[config.mk]
export PLATFORM = sky130hd
export DESIGN_NAME = lgs_ram
export DESIGN_NICKNAME = d
export VERILOG_FILES = /design/src/lgs_ram.sv
export SDC_FILE = /design/constraint.sdc
export NUM_CORES = 2
export LEC_CHECK = 0
export ABC_CLOCK_PERIOD_IN_PS = 8390
export BUFFER_PORTS_ARGS = -buffer_cell sky130_fd_sc_hd__buf_4
export CAP_MARGIN = 20
export CORE_UTILIZATION = 55
export CTS_BUF_LIST = sky130_fd_sc_hd__clkbuf_4
export CTS_CLUSTER_SIZE = 12
export DETAILED_ROUTE_END_ITERATION = 10
export PLACE_DENSITY = 0.71
export SETUP_SLACK_MARGIN = 0.02
export SYNTH_ARGS = -nofsm -noshare
export SYNTH_HDL_FRONTEND = slang
export SYNTH_SLANG_ARGS = --single-unit
[constraint.sdc]
create_clock -name clk_i -period 8.39 [get_ports clk_i]
set_input_delay 1.2585 -clock clk_i [delete_from_list [all_inputs] [get_ports clk_i]]
set_output_delay 1.2585 -clock clk_i [all_outputs]
set_load 0.01 [all_outputs]
[src/lgs_ram.sv]
// Generic simple dual-port RAM: one write port, one read port, registered read.
// No dependencies.
module lgs_ram #(
  parameter int WIDTH = 64,
  parameter int DEPTH = 64
) (
  input  logic                     clk_i,
  input  logic                     we_i,
  input  logic [$clog2(DEPTH)-1:0] waddr_i,
  input  logic [WIDTH-1:0]         wdata_i,
  input  logic                     re_i,
  input  logic [$clog2(DEPTH)-1:0] raddr_i,
  output logic [WIDTH-1:0]         rdata_o
);

  logic [WIDTH-1:0] mem_q [DEPTH];
  logic [WIDTH-1:0] rdata_q;

  always_ff @(posedge clk_i) begin
    if (we_i) begin
      mem_q[waddr_i] <= wdata_i;
    end
    if (re_i) begin
      rdata_q <= mem_q[raddr_i];
    end
  end

  assign rdata_o = rdata_q;

endmodule

After elaboration in Yosys (flattened, before gate mapping)
Memories as Yosys holds them, arrays and structs flattened. A register that Yosys moved wholly into a read port is not among the register bits.
Cells that the tools add are included.
{"block": "word_totals", "reg_bits": 0, "latch_bits": 0, "ramBits": 4096, "rom_bits": 0, "out_inout_bits": 64, "word_cells": 3, "n_memories": 1}
{"name": "mem_q", "words": 64, "word_bits": 64, "rd": 1, "rd_ports_with_merged_regs": 1, "wr": 1, "line": "16", "text": "logic [WIDTH-1:0] mem_q [DEPTH];"}
{"block": "classes", "add_sub_neg": 0, "multipliers": 0, "div_mod_pow": 0, "n_lt_le_gt_ge": 0, "n_eq_ne": 0, "n_shift": 0, "n_mux": 2, "bitwise": 0, "n_reduce_logical": 0}
{"cell": "$mux 1", "n": 2}

Depth between registers and ports, before layout
{"block": "depth", "word_depth": 2, "depth_mapped": 9, "depth_no_buf": 5}

Worst setup path before layout
OpenSTA, ideal clock, no wires.
{"block": "synth_path", "path_kind": "input port to flip-flop", "from": "in waddr_i[3]", "to": "mem mem_q[48][0] (enable)", "arrival_ns": 6.130, "slack_ns": 1.696, "stages": 4, "path_buffers": 1, "cell_sequence": "clkbuf_1 > nor2b_1 > nand4b_1 > nor3_1"}
{"item": "start: declaration", "line": "9", "text": "input logic [$clog2(DEPTH)-1:0] waddr_i,"}
{"item": "end: declaration", "line": "16"}
No word-level cell before the write port.

==> impl_metrics.csv <==
group,metric,value,unit
floorplan,core_region_area,283000,um^2
clock_tree,h_tree_levels,6,
clock_tree,path_clk_slew,0.07,ns
route,dr_total_vias,79800,
finish,post_route_cells_drive_above_1_share,0.353,
floorplan,fp.dieArea,288000,um^2
clock_tree,tritoncts,"done",
critical_path,startpoint_type,"input port",
finish,final_design_area_no_fill,175000,um^2
floorplan,die_h,536,um
synthesis,synth_top_area_cell,"sky130_fd_sc_hd__edfxtp_1",
route,remaining_drc_errors,0,
critical_path,r2r_slack,5.93,ns
min_path,worst_min_delay_path_class,"in2reg",
synthesis,yosysWarnings,0,
critical_path,worst_reg2reg_startpoint,"mem_q[13][14]",
critical_path,critical_path_arrival,4.71,ns
place,gp_congestion,0.789,
clock_tree,clk_root_buffer_cell,"sky130_fd_sc_hd__clkbuf_4",
pwr,vdd.ir_drop.worst,0.163,mV
timing,min_period,3.62,ns
clock_tree,worstSkewPairLatency,1.48,ns
critical_path,critPathRequiredTime,9.48,ns
pwr,p_total,40.5,mW
clock_tree,cts_hold_buffers,0,
synthesis,synth.net_count,6677,
global_routing,number_of_antenna_violations_at_the_first_check_in_global_routing,38,
clock_tree,total_cts_buffers,956,
floorplan,rows,195,
synthesis,synthTopCellsByArea,"sky130_fd_sc_hd__edfxtp_1 (80%), sky130_fd_sc_hd__mux4_2 (15%), sky130_fd_sc_hd__mux2i_1 (0.86%)",
run_status,status,"complete, no violations",
clock_tree,cts_post_setup_buffers_inserted,0,
pwr,cellLeakagePower,55.5,nW
timing,fin_crit_share,0.431,
global_routing,first_global_vias,80700,
route,vias_per_cell,6.64,
floorplan,start_util,0.555,
finish,syn2layout_area_growth,11.6,%
critical_path,crit_path_max_fanout,62,
clock_tree,cts.sinks,4160,
timing,max_clock_freq,276,MHz
critical_path,type_of_the_worst_setup_path,"in2reg",
finish,final_cell_count_no_fill,12000,
synthesis,synth_area,157000,um^2
synthesis,synthesis.area_per_instance,23.8,um^2
timing,final_hold_viol_count,0,
critical_path,timing.critical_path.from,"raddr_i[2]",
synthesis,yosys.area.top_type_share,0.796,
place,post-place-cells,10300,
flow_run,drv_cap,0,
synthesis,share_of_async_settable_or_async_resettable_flops_after_synthesis,0,
timing,fin_setup_tns,0,ns
global_routing,maximum_number_of_pins_on_one_net_before_global_route_repair,130,
critical_path,end_kind,"flip-flop",
clock_tree,cts-root-to-sink-buffers,4,
global_routing,gr-total-overflow,0,
floorplan,ioPinCount,143,
global_routing,grt_pass1_wl,592000,um
synthesis,post_synth_edffs,4160,
synthesis,count_of_distinct_cell_types_in_the_synthesized_netlist,32,
floorplan,die_x,536,um
timing,report.final.slew_viol_count,0,
synthesis,yosys_register_bits,4160,
route,wirelength,421000,um
synthesis,sequential_share_of_the_synthesized_area,0.796,
timing,worst_margin_slew,1.27,ns
timing,final_setup_violation_count,0,
place,postPlaceCellArea,163000,um^2
pwr,power.density_cell_area,231,nW/um^2
timing,grt_setup_unrepaired,"false",
timing,final.setup_skew,0.149,ns
route,route.antenna.remaining_nets,0,
global_routing,globalRouteTotalUtil,0.296,
finish,fill_cells,19100,
critical_path,depth_of_the_worst_register_to_register_path,5,
route,total_iterations_of_the_first_detailed_routing_run,6,
place,hpwlAfterDp,215000,um
finish,final_net_count,7600,
place,buffer_ports.inserted,142,
synthesis,synth-main-ff-cell,"sky130_fd_sc_hd__edfxtp_1",
timing,slew_headroom,0.156,
clock_tree,resize_count_post_cts,0,
critical_path,capturing_point_of_the_worst_reg2reg_path,"rdata_o[14]",
route,detailedRoute.firstIterationViolations,11300,
synthesis,synthCells,6598,
route,wl_per_instance,35.0,um
critical_path,timing.critical_path.to,"rdata_o[13]",
registers in the layout (all words and copies together), names as in the netlist:
signal and count:
mem_q 4096, rdata_o 64
per-layer routing:
layer  share of wire  track usage
met5         0.00032            0
met1            0.35        0.399
met4           0.038        0.119
met2            0.49        0.474
met3            0.12       0.0673
worst min-delay path by stage:
stage | startpoint | to | cells past startpoint
final | wdata_i[52] | mem_q[21][52] | 1
after global routing | wdata_i[52] | mem_q[21][52] | 1
after CTS | wdata_i[43] | mem_q[19][43] | 1
after detailed placement | mem_q[38][50] | rdata_o[50] | 4
after global placement | mem_q[36][42] | rdata_o[42] | 4
after floorplan | mem_q[30][61] | rdata_o[61] | 4
power breakdown:
group	total (mW)	switching (mW)	internal [mW]
clock network	15.5	7.81	7.65
logic	1.92	1.20	0.720
registers	23.1	0.0798	23.0
cells in the final DEF (no fill, tap or decap), drive strengths merged, types with 11 or more instances in the layout:
master,count
clkbuf,1364
nor2,112
and3,64
a31oi,18
or3,29
nand3,45
a2bb2oi,19
nor2b,28
mux2i,135
a22oi,168
mux4,1024
nand2,58
edfxtp,4160
a41oi,26
a22o,88
buf,335
clkinv,276
o22ai,83
inv,41
a211oi,63
diode,31
or2,28
nand2b,11
o221ai,38
synth_stat cells (2+ instances only):
master,instances
sky130_fd_sc_hd__and3_1,64
sky130_fd_sc_hd__buf_1,20
sky130_fd_sc_hd__nand2b_1,11
sky130_fd_sc_hd__o221ai_1,38
sky130_fd_sc_hd__buf_2,170
sky130_fd_sc_hd__buf_6,6
sky130_fd_sc_hd__buf_4,34
sky130_fd_sc_hd__a41oi_1,26
sky130_fd_sc_hd__o22ai_1,83
sky130_fd_sc_hd__a211oi_1,63
sky130_fd_sc_hd__edfxtp_1,4160
sky130_fd_sc_hd__nor2_1,112
sky130_fd_sc_hd__a22oi_1,168
sky130_fd_sc_hd__or3_1,29
sky130_fd_sc_hd__nand4_1,2
sky130_fd_sc_hd__clkbuf_1,140
sky130_fd_sc_hd__mux2i_1,135
sky130_fd_sc_hd__a22o_1,88
sky130_fd_sc_hd__a2bb2oi_1,19
sky130_fd_sc_hd__nor2b_1,28
sky130_fd_sc_hd__a31oi_1,18
sky130_fd_sc_hd__nand3_1,45
sky130_fd_sc_hd__or2_2,28
sky130_fd_sc_hd__and2_1,3
sky130_fd_sc_hd__nand2_1,58
sky130_fd_sc_hd__mux4_2,1024
sky130_fd_sc_hd__nand3b_1,2
sky130_fd_sc_hd__nor3_1,2
sky130_fd_sc_hd__inv_1,19
metrics by stage:
stage	util	hold slack, ns	setup WS [ns]
6_report	0.619	0.254	4.77
5_1_grt	0.619	0.211	4.69
4_1_cts	0.619	0.138	4.65
3_5_place_dp	0.577	0.915	3.40
3_3_place_gp	0.577	0.883	3.42
2_1_floorplan	-	0.865	1.70
worst max-delay path, stage by stage:
cell and delay [ns]:
sky130_fd_sc_hd__buf_8 0.46, sky130_fd_sc_hd__buf_4 0.85, sky130_fd_sc_hd__buf_4 0.76, sky130_fd_sc_hd__mux4_2 0.40
sky130_fd_sc_hd__or3_1 0.31, sky130_fd_sc_hd__a41oi_1 0.45, sky130_fd_sc_hd__a211oi_1 0.09
kinds of logic after synthesis:
group,share of synthesized area
compound gates,0.0247
flops,0.796
simple gates,0.0123
mux,0.156
buf+inv,0.0118
final cells by class:
class | instances | area [um^2] | area share
Antenna cell | 31 | 77.6 | 0.000443
Clock inverter | 312 | 1580 | 0.00902
Clock buffer | 1364 | 10200 | 0.0584
Tap cell | 3743 | 4680 | 0.0267
Inverter | 19 | 71.3 | 0.000407
Multi-Input combinational cell | 2049 | 30800 | 0.176
Sequential cell | 4160 | 125000 | 0.713
Timing Repair Buffer | 335 | 2910 | 0.0166
(Power assumes the default switching activity.)
