## config.mk

```make
export PLATFORM = sky130hd
export DESIGN_NAME = lgs_row_eval
export DESIGN_NICKNAME = d
export VERILOG_FILES = /design/src/lgs_pkg.sv /design/src/lgs_row_eval.sv
export SDC_FILE = /design/constraint.sdc
export NUM_CORES = 1
export LEC_CHECK = 0
export ABC_AREA = 1
export BUFFER_PORTS_ARGS = -buffer_cell sky130_fd_sc_hd__buf_2
export CAP_MARGIN = 5
export CORE_ASPECT_RATIO = 0.75
export CORE_MARGIN = 8
export CORE_UTILIZATION = 55
export DETAILED_ROUTE_END_ITERATION = 10
export GPL_TIMING_DRIVEN = 0
export PLACE_DENSITY_LB_ADDON = 0.1
export SLEW_MARGIN = 30
export SYNTH_ARGS = -nofsm -noshare
export SYNTH_HDL_FRONTEND = slang
export SYNTH_SLANG_ARGS = --single-unit
```

## constraint.sdc

```tcl
create_clock -name vclk -period 8.56
set_clock_uncertainty 0.15 [all_clocks]
set_input_delay 1.712 -clock vclk [all_inputs]
set_output_delay 1.712 -clock vclk [all_outputs]
set_load 0.05 [all_outputs]
```

## src/lgs_pkg.sv

```systemverilog
// Package for the life grid generation step block.
// Holds transaction types, field widths, op and register codes, and defaults.
// No dependencies.
package lgs_pkg;

  localparam int LGS_MAX_WIDTH  = 64;
  localparam int LGS_MAX_HEIGHT = 64;

  localparam int OP_W      = 2;
  localparam int ROW_W     = 6;
  localparam int COL_W     = 6;
  localparam int CFG_W     = 7;
  localparam int CFG_IDX_W = 1;

  localparam logic [3:0] BIRTH_COUNT   = 4'd3;
  localparam logic [3:0] SURVIVE_COUNT = 4'd2;

  typedef enum logic [OP_W-1:0] {
    OP_WRITE = 2'd0,
    OP_READ  = 2'd1,
    OP_STEP  = 2'd2
  } op_e;

  typedef enum logic [CFG_IDX_W-1:0] {
    CFG_ACTIVE_WIDTH  = 1'd0,
    CFG_ACTIVE_HEIGHT = 1'd1
  } cfg_idx_e;

  typedef enum logic [1:0] {
    ST_CLEAR,
    ST_IDLE,
    ST_ACCESS,
    ST_STEP
  } state_e;

  typedef struct packed {
    logic [OP_W-1:0]  op;
    logic [ROW_W-1:0] row;
    logic [COL_W-1:0] col;
    logic             write_value;
  } in_item_t;

  typedef struct packed {
    logic cell_value;
    logic out_of_range;
  } out_item_t;

endpackage

```

## src/lgs_row_eval.sv

```systemverilog
// Next-generation evaluation of one grid row from the rows above, at and below.
// Columns beyond the active width count as dead and keep their old value.
// Depends on lgs_pkg.
module lgs_row_eval #(
  parameter int WIDTH = 64
) (
  input  logic [WIDTH-1:0]          prev_i,
  input  logic [WIDTH-1:0]          cur_i,
  input  logic [WIDTH-1:0]          next_i,
  input  logic [lgs_pkg::CFG_W-1:0] eff_w_i,
  output logic [WIDTH-1:0]          row_o
);
  import lgs_pkg::*;

  logic [WIDTH-1:0] mask;
  logic [WIDTH-1:0] nxt;
  logic [WIDTH+1:0] pm, cm, nm;

  always_comb begin
    for (int c = 0; c < WIDTH; c++) begin
      mask[c] = (c < int'(eff_w_i));
    end
  end

  assign pm = {1'b0, prev_i & mask, 1'b0};
  assign cm = {1'b0, cur_i  & mask, 1'b0};
  assign nm = {1'b0, next_i & mask, 1'b0};

  always_comb begin
    logic [3:0] n;
    n = '0;
    for (int c = 0; c < WIDTH; c++) begin
      n = 4'(pm[c]) + 4'(pm[c+1]) + 4'(pm[c+2])
        + 4'(cm[c]) + 4'(cm[c+2])
        + 4'(nm[c]) + 4'(nm[c+1]) + 4'(nm[c+2]);
      nxt[c] = (n == BIRTH_COUNT) || (cm[c+1] && (n == SURVIVE_COUNT));
    end
  end

  assign row_o = (nxt & mask) | (cur_i & ~mask);

endmodule

```

---- Word level (Yosys, flattened, before mapping) ----
Cells that the tools add are included.
word-level totals
  output and inout bits ................... 64
  bits of input ports ..................... 199
  bits in registers ....................... 0
  word-level logic and storage cells ...... 768
cells by class
  add/subtract/negate cells ............... 441
  bitwise gates (word level) .............. 7
  reduce and logical (&&, ||, !) cells .... 128
  order comparisons ....................... 64
  equality and inequality tests ........... 128
operator list
  operator              number
  $add A4 B1 Y4         252
  $eq A4 B2 Y1 const B  128
  $and A64 B64 Y64      5
  $add A3 B1 Y4         63
  $lt A6 B7 Y1 const A  32
  $add A2 B1 Y3         63
  $add A1 B1 Y2         63
  $lt A5 B7 Y1 const A  16
  $logic_and A1 B1 Y1   64
  $logic_or A1 B1 Y1    64
  $not A64 Y64          1
  $or A64 B64 Y64       1
  $lt A4 B7 Y1 const A  8
  $lt A3 B7 Y1 const A  4
  $lt A1 B7 Y1 const A  2
  $lt A2 B7 Y1 const A  2

---- Longest topological paths before layout ----
Gate-level depths: netlist of the first run.
  depth in word-level cells ............... 14
  depth in mapped cells ................... 22
  mapped depth without buffers ............ 21

---- Worst setup path after synthesis of the first run ----
Ideal clock, no wire load.
  kind .................................... input port to output port
  start point ............................. input eff_w_i[6] (netlist bit)
  end point ............................... output row_o[23]
  buffers on the path ..................... 2
  arrival time ............................ 5,771 ps
  path slack .............................. 927 ps
  stages on the path ...................... 18
  data required time ...................... 6,698 ps
  cell sequence ........................... buf_2 > nor2_4 > buf_2 > nand3_1 > nand2_1 > inv_1 > nand2_1 > inv_1 > fa_1 > fa_1 > inv_1 > fa_1 > inv_1 > ha_1 > fa_1 > xnor2_1 > nand4_1 > a21oi_1
on the way
  longest elaborated chain between the ends .. 14
  elaborated cells between the ends (all ways) .. 21
  those cells by class .................... 7 x add/sub; 3 x order compare; 2 x eq/ne; 7 x bitwise; 2 x reduce/logical
RTL lines
  element                      RTL line            source
  start, declared              lgs_row_eval.sv:10  input logic [lgs_pkg::CFG_W-1:0] eff_w_i,
  $lt A5 B7 Y1                 lgs_row_eval.sv:21  mask[c] = (c < int'(eff_w_i));
  $and A64 B64 Y64             lgs_row_eval.sv:25  assign pm = {1'b0, prev_i & mask, 1'b0};
  $add A1 B1 Y2                lgs_row_eval.sv:33  n = 4'(pm[c]) + 4'(pm[c+1]) + 4'(pm[c+2])
  $add A2 B1 Y3                lgs_row_eval.sv:33
  $add A3 B1 Y4                lgs_row_eval.sv:34  + 4'(cm[c]) + 4'(cm[c+2])
  $add A4 B1 Y4                lgs_row_eval.sv:34
  $add A4 B1 Y4 (3 in series)  lgs_row_eval.sv:35  + 4'(nm[c]) + 4'(nm[c+1]) + 4'(nm[c+2]);
  $eq A4 B2 Y1                 lgs_row_eval.sv:36  nxt[c] = (n == BIRTH_COUNT) || (cm[c+1] && (n == SURVIVE_COUNT));
  $logic_and A1 B1 Y1          lgs_row_eval.sv:36
  $logic_or A1 B1 Y1           lgs_row_eval.sv:36
  $and A64 B64 Y64             lgs_row_eval.sv:40  assign row_o = (nxt & mask) | (cur_i & ~mask);
  $or A64 B64 Y64 *            lgs_row_eval.sv:40
  end, declared                lgs_row_eval.sv:11  output logic [WIDTH-1:0] row_o
Every way passes the cells marked *; elsewhere a longest branch is shown, timed or not.

---- Worst setup path in the final report of the first run ----
  start point ............................. input eff_w_i[2] (netlist bit)
  end point ............................... output row_o[18]
The elaborated chain is that of the path after synthesis.

==> summary.txt, run 1 <==
Multi-input gate area: 0.0112 mm²
# IOs: 263
vias in the first global route: 12400
GR Util All Layers: 23.5%
outcome: finished clean
critical-path cell list: buf_2 -> inv_2 -> nand2_1 -> inv_1 -> a21oi_1 -> nand2_1 -> fa_1 -> inv_1 -> fa_1 -> inv_1 -> fa_1 -> inv_1 -> ha_1 -> fa_1 -> xnor2_1 -> nand3_1 -> nand2_1 -> nand2_1 -> inv_1 -> buf_2
final hold violation count: 0
Die ar.: 0.0298 mm²
initial core utilization: 56.1%
critical path's top delay family: adder cells
relative slew slack: 47.7%
dpl hpwl: 31.6 mm
# fillers: 2311
Seq/Total Area, Yosys: 0%
CP max stage delay: 540 ps
Peak Freq: 125 MHz
post-route ant nets: 0
synthesized area per cell: 7.12 µm²
final worst path period share: 93.4%
routed wire length: 34.3 mm
Seq cells: 0
fin crit period: 8000 ps
chip width: 197 µm
Layout Nets: 2787
die height: 151 µm
net count of the mapped netlist: 2526
worst endpoint data arrival time: 6140 ps
vias per cell: 4.82
hold buffer count at cts: 0
antenna violations before repair: 2
Cells after Synth: 1887
Worst Hold Class: input port to primary output
crit path buf inv count: 8
overall power: 2.53 mW
area growth from synthesis to layout: 12.8%
GRT Residual Overflow: 0
post-route setup TNS: 0 ps
slowest CP cell: fa_1
Iteration-0 DRC Markers: 498
register area: 0 µm²
Core Region: 0.0240 mm²
wire length per cell: 13.8 µm
Core Rows: 49
Util after Layout: 63.3%
first-pass GRT wire length: 58.3 mm
residual DRC count: 0
max-cap violation count: 0
Worst VDD drop: 0.195 mV
Static Leak: 9.77 nW
GPL Wtd Cong: 0.899
pin count of the biggest net entering global routing: 11
Final Slew Violations: 0
Data required, critical path: 6700 ps
RSZ-0062 raised after global routing: no
input/output buffers: 259
Worst setup SP type: input port
Crit Path Max Fanout: 10
via total after detailed routing: 11900
Syn. warnings: 0
drt first pass iters: 7
proportion of layout cells with a drive suffix above 1: 13.9%
distinct cell type count after synthesis: 27
Cell Pwr Density: 167 mW/mm²
most frequent CP cell: inv_1
Final Setup Violations: 0
crit path kind: input port to primary output
post-synthesis instance area: 0.0134 mm²
clkbuf count: 0
pin slew with the least headroom to its limit: 785 ps
Worst setup EP type: primary output
-- report_power, final --
| group | switching (mW) | internal, mW | total [mW] |
|---|---|---|---|
| Clock | 0 | 0.0000000313 | 0.0000000313 |
| Combinational | 1.63 | 0.900 | 2.53 |
| Sequential | 0 | 0 | 0 |
| Total | 1.63 | 0.900 | 2.53 |
-- layout make-up --
| class | instances | area share [%] |
|---|---|---|
| diodes | 2 | 0.0330 |
| multi-input cells | 1298 | 73.9 |
| well taps | 331 | 2.73 |
| repair buffers | 259 | 8.55 |
| inverters | 576 | 14.3 |
| plain buffers | 13 | 0.511 |
-- path summary, 6_finish.rpt --
| kind | from | to | slack, ps | depth (start not counted) |
|---|---|---|---|---|
| worst min-delay path | cur_i[0] | row_o[0] | 3690 | 4 |
| worst max-delay path | eff_w_i[2] | row_o[18] | 560 | 20 |
-- kinds of logic after synthesis --
| logic type | Yosys count | synth area share (%) |
|---|---|---|
| xor gates and xnor gates | 29 | 1.89 |
| buffers and inverters | 589 | 16.7 |
| adders and majority gates | 440 | 55.0 |
| and+or+nand+nor | 781 | 24.2 |
| AOI/OAI and AO/OA | 48 | 2.19 |
-- placed cells by master (no fill, tap or decap), drive strengths merged, types with 18 or more instances in the layout --
master  netlist  final
a21oi        18     18
buf          12    271
fa          252    252
ha          188    188
inv         575    575
nand2       531    531
nand3       146    146
nand4        21     21
nor2         75     75
o21ai        18     18
xnor2        29     29
-- routing by layer --
| layer | track usage (%) | wire (µm) |
|---|---|---|
| met1 | 31.5 | 15600 |
| met5 | 0 | 0 |
| met3 | 4.40 | 2410 |
| met4 | 3.10 | 440 |
| met2 | 40.3 | 15800 |
-- tightest hold or removal path, stage by stage --
cell	delay, ps
buf_2	90
inv_1	60
a21oi_1	60
buf_2	210
-- synth_stat cells, drive strengths merged --
| master | n | share of area [%] |
|---|---|---|
| o21ai | 18 | 0.75 |
| xnor2 | 29 | 1.9 |
| buf | 12 | 0.55 |
| o21bai | 1 | 0.14 |
| clkinv | 1 | 0.037 |
| a21boi | 8 | 0.45 |
| a21o | 2 | 0.11 |
| clkbuf | 1 | 0.028 |
| ha | 188 | 17 |
| nor2 | 75 | 2.4 |
| a31o | 1 | 0.065 |
| a21oi | 18 | 0.67 |
| inv | 575 | 16 |
| nand3 | 146 | 5.4 |
| nand3b | 8 | 0.45 |
| nand2 | 531 | 15 |
| fa | 252 | 38 |
| nand4 | 21 | 0.98 |
-- what timing repair did --
action                     CTS  global route
setup buffers                0             0
gates resized for setup      0             1
setup endpoints to repair    0             3
-- per-stage QoR --
| step | hold WS [ps] | std cells | setup slack (ps) | instance area [µm²] |
|---|---|---|---|---|
| 2_1_floorplan | 3570 | 1887 | 927 | 13400 |
| 4_1_cts | 3690 | 2477 | 332 | 15200 |
| 3_3_place_gp | 3700 | 2477 | 344 | 15200 |
| 3_5_place_dp | 3690 | 2477 | 335 | 15200 |
| 6_report | 3690 | 2479 | 563 | 15200 |
| 5_1_grt | 3720 | 2479 | 177 | 15200 |
(Power assumes the default switching activity.)
==> inputs of run 2 (changes only) <==
--- a/config.mk
+++ b/config.mk
@@ -14,6 +14,7 @@
 export DETAILED_ROUTE_END_ITERATION = 10
 export GPL_TIMING_DRIVEN = 0
 export PLACE_DENSITY_LB_ADDON = 0.1
+export REMOVE_ABC_BUFFERS = 1
 export SLEW_MARGIN = 30
 export SYNTH_ARGS = -nofsm -noshare
 export SYNTH_HDL_FRONTEND = slang
==> summary.txt, run 2 (synthesized netlist as in run 1, its figures left out) <==
outcome: finished clean
input/output buffers: 263
Worst setup EP type: primary output
Cell Pwr Density: 168 mW/mm²
post-route ant nets: 0
Worst setup SP type: input port
crit path kind: input port to primary output
dpl hpwl: 31.6 mm
Core Region: 0.0240 mm²
via total after detailed routing: 11900
slowest CP cell: nand3_1
Seq cells: 0
Data required, critical path: 6700 ps
relative slew slack: 46.5%
GPL Wtd Cong: 0.895
area growth from synthesis to layout: 12.4%
Worst Hold Class: input port to primary output
final worst path period share: 95.4%
register area: 0 µm²
clkbuf count: 0
Layout Nets: 2778
chip width: 197 µm
critical-path cell list: buf_2 -> nand3_1 -> o21ai_1 -> inv_1 -> nor2_1 -> fa_1 -> fa_1 -> inv_1 -> fa_1 -> inv_1 -> ha_1 -> fa_1 -> o21ai_0 -> a21oi_1 -> nor2_1 -> nor2_1 -> buf_2
post-CTS setup buffers: 0
antenna violations before repair: 4
dpl cells: 2468
critical path's top delay family: adder cells
CP max stage delay: 600 ps
Iteration-0 DRC Markers: 503
Final Setup Violations: 0
final hold violation count: 0
RSZ-0062 raised after global routing: no
worst endpoint data arrival time: 6300 ps
pin slew with the least headroom to its limit: 802 ps
proportion of layout cells with a drive suffix above 1: 13.6%
Final Slew Violations: 0
post-route setup TNS: 0 ps
most common cell after layout, fill and taps aside: inv_1
initial core utilization: 56.1%
crit path buf inv count: 5
Peak Freq: 122 MHz
GRT Residual Overflow: 0
Hold Crit Start: cur_i[0]
vias per cell: 4.80
max-cap violation count: 0
residual DRC count: 0
# IOs: 263
Die ar.: 0.0298 mm²
vias in the first global route: 12300
first-pass GRT wire length: 57.7 mm
most frequent CP cell: fa_1
Static Leak: 9.74 nW
post_cts resized: 0
Cell Count, Final, Fillers Out: 2470
wire length per cell: 13.9 µm
# fillers: 2300
hold buffer count at cts: 0
die height: 151 µm
most frequent cells in the layout: inv_1 (568), nand2_1 (527), buf_2 (263)
Worst VDD drop: 0.203 mV
Multi-input gate area: 0.0112 mm²
routed wire length: 34.3 mm
fin crit period: 8170 ps
crit path launch: eff_w_i[2]
GR Util All Layers: 23.3%
Crit Path Max Fanout: 9
pin count of the biggest net entering global routing: 27
Core Rows: 49
drt first pass iters: 5
==> run 2: per-layer routing <==
metal / GRT usage [%] / vias up / share of wire, %
met1: 33.1 / 5501 / 47
met3: 2.71 / 32 / 5.3
li1: - / 6043 / -
met2: 39.0 / 277 / 46
met5: 0 / - / 0.10
met4: 2.68 / 6 / 1.3
==> run 2: through the flow <==
| step | util [%] | worst slack [ps] | hold slack (ps) | area (µm²) | power (mW) |
|---|---|---|---|---|---|
| 2_1_floorplan | - | 971 | 3570 | 13400 | 1.96 |
| 3_5_place_dp | 63.0 | 317 | 3700 | 15100 | 2.54 |
| 3_3_place_gp | 63.0 | 331 | 3700 | 15100 | 2.45 |
| 4_1_cts | 63.0 | 293 | 3700 | 15100 | 2.55 |
| 6_report | 63.0 | 394 | 3700 | 15100 | 2.54 |
| 5_1_grt | 63.0 | 4.05 | 3750 | 15100 | 2.90 |
==> run 2: report_power, final <==
part	internal, mW	switching (mW)
Combinational	0.900	1.64
Sequential	0	0
Clock	0.0000000314	0
==> run 2: area by class of cell <==
cell class	count	share of cell area [%]
inverters	576	14.3
repair buffers	263	8.71
multi-input cells	1298	74.2
well taps	331	2.74
diodes	2	0.0331
==> run 2: worst paths after layout <==
check	endpoint	slack (ps)	cells past startpoint
worst max-delay path	row_o[31]	390	17
worst min-delay path	row_o[0]	3700	4
==> inputs of run 3 (changes only) <==
--- a/config.mk
+++ b/config.mk
@@ -14,6 +14,7 @@
 export DETAILED_ROUTE_END_ITERATION = 10
 export GPL_TIMING_DRIVEN = 0
 export PLACE_DENSITY_LB_ADDON = 0.1
+export RECOVER_POWER = 25
 export REMOVE_ABC_BUFFERS = 1
 export SLEW_MARGIN = 30
 export SYNTH_ARGS = -nofsm -noshare
==> summary.txt, run 3 (synthesized netlist as in run 1, its figures left out) <==
routed wire length: 34.3 mm
RSZ-0062 raised after global routing: no
Peak Freq: 122 MHz
worst endpoint data arrival time: 6310 ps
chip width: 197 µm
vias per cell: 4.81
final hold violation count: 0
input/output buffers: 263
final worst path period share: 95.5%
fin crit period: 8180 ps
Layout Nets: 2778
most frequent cells in the layout: inv_1 (568), nand2_1 (527), buf_2 (257)
Worst VDD drop: 0.203 mV
Seq cells: 0
relative slew slack: 39.6%
met3 Use GR: 2.71%
Most Crowded Layer GR: met2
vias in the first global route: 12300
global routing met2 resource utilization: 39.0%
pin slew with the least headroom to its limit: 902 ps
# fillers: 2306
Die ar.: 0.0298 mm²
residual DRC count: 0
Final Slew Violations: 0
antenna violations before repair: 4
via total after detailed routing: 11900
proportion of layout cells with a drive suffix above 1: 13.2%
post-route ant nets: 0
Data required, critical path: 6700 ps
Core Rows: 49
Static Leak: 9.71 nW
wire length per cell: 13.9 µm
die height: 151 µm
outcome: finished clean
initial core utilization: 56.1%
Cell Pwr Density: 168 mW/mm²
Core Region: 0.0240 mm²
most common cell after layout, fill and taps aside: inv_1
first-pass GRT wire length: 57.7 mm
post-route setup TNS: 0 ps
dpl hpwl: 31.6 mm
GR Util All Layers: 23.3%
# IOs: 263
GRT Residual Overflow: 0
Final Setup Violations: 0
pin count of the biggest net entering global routing: 27
crit path kind: input port to primary output
area growth from synthesis to layout: 12.3%
hold buffer count at cts: 0
Iteration-0 DRC Markers: 538
max-cap violation count: 0
GPL Wtd Cong: 0.895
drt first pass iters: 7
Worst Hold Class: input port to primary output
Worst setup EP type: primary output
register area: 0 µm²
Cell Area, Placed: 0.0151 mm²
Worst setup SP type: input port
M1 GR Usage: 33.1%
Crit Path Max Fanout: 9
post-route cell area: 0.0151 mm²
clkbuf count: 0
## run 3: cell types whose count changed in the layout (fill, tap and decap cells not counted)
cell | before | now
nor2_2 | 7 | 6
buf_2 | 263 | 257
clkinv_2 | 1 | 0
nor2_1 | 64 | 65
o21ai_0 | 5 | 8
clkinvlp_2 | 0 | 1
clkbuf_1 | 0 | 6
o21ai_1 | 11 | 8
## run 3: power by group
part	internal, mW	switching, mW	total, mW
sequential	0	0	0
combinational	0.896	1.64	2.53
clock	0.0000000314	0	0.0000000314
total	0.896	1.64	2.53
## run 3: cell type report
class                           count  area [µm²]  share of cell area, %
Tap cell                          331         414                   2.74
Antenna cell                        2        5.00                 0.0331
Inverter                          576        2160                   14.3
Timing Repair Buffer              263        1310                   8.67
Multi-Input combinational cell   1298       11200                   74.2
## run 3: timing repair
action | 4_1_cts | 5_1_grt
gates resized for setup | 0 | 1
setup buffers | 0 | 0
endpoints found under the hold margin | 0 | 0
setup endpoints to repair | 0 | 1
## run 3: worst paths after layout
kind / start / endpoint / slack (ps) / cells after the start
worst max-delay path: eff_w_i[2] / row_o[31] / 380 / 17
worst min-delay path: cur_i[0] / row_o[0] / 3700 / 4
## run 3: per-stage QoR
stage | worst slack [ps] | hold slack, ps | cells | util [%] | power (mW)
finish | 385 | 3700 | 2470 | 63.0 | 2.53
global placement | 331 | 3700 | 2468 | 63.0 | 2.45
global route | 4.23 | 3750 | 2469 | 63.0 | 2.89
detailed placement | 317 | 3700 | 2468 | 63.0 | 2.54
CTS | 293 | 3700 | 2468 | 63.0 | 2.55
floorplan | 971 | 3570 | 1874 | - | 1.96
## run 3: per-layer routing
metal  share of wire [%]  vias to the layer above
met5                0.10                        -
met4                 1.5                        6
met3                 6.0                       43
met2                  46                      300
met1                  47                     5493
li1                    -                     6043
## run 3: critical path: stages
cell     delay (ps)
buf_2           180
nand3_1         600
o21ai_1         540
inv_1           100
nor2_1          260
fa_1            500
fa_1            510
inv_1            50
fa_1            470
inv_1            40
ha_1            210
fa_1            480
o21ai_0          70
a21oi_1         110
nor2_1           60
nor2_1          150
buf_2           280
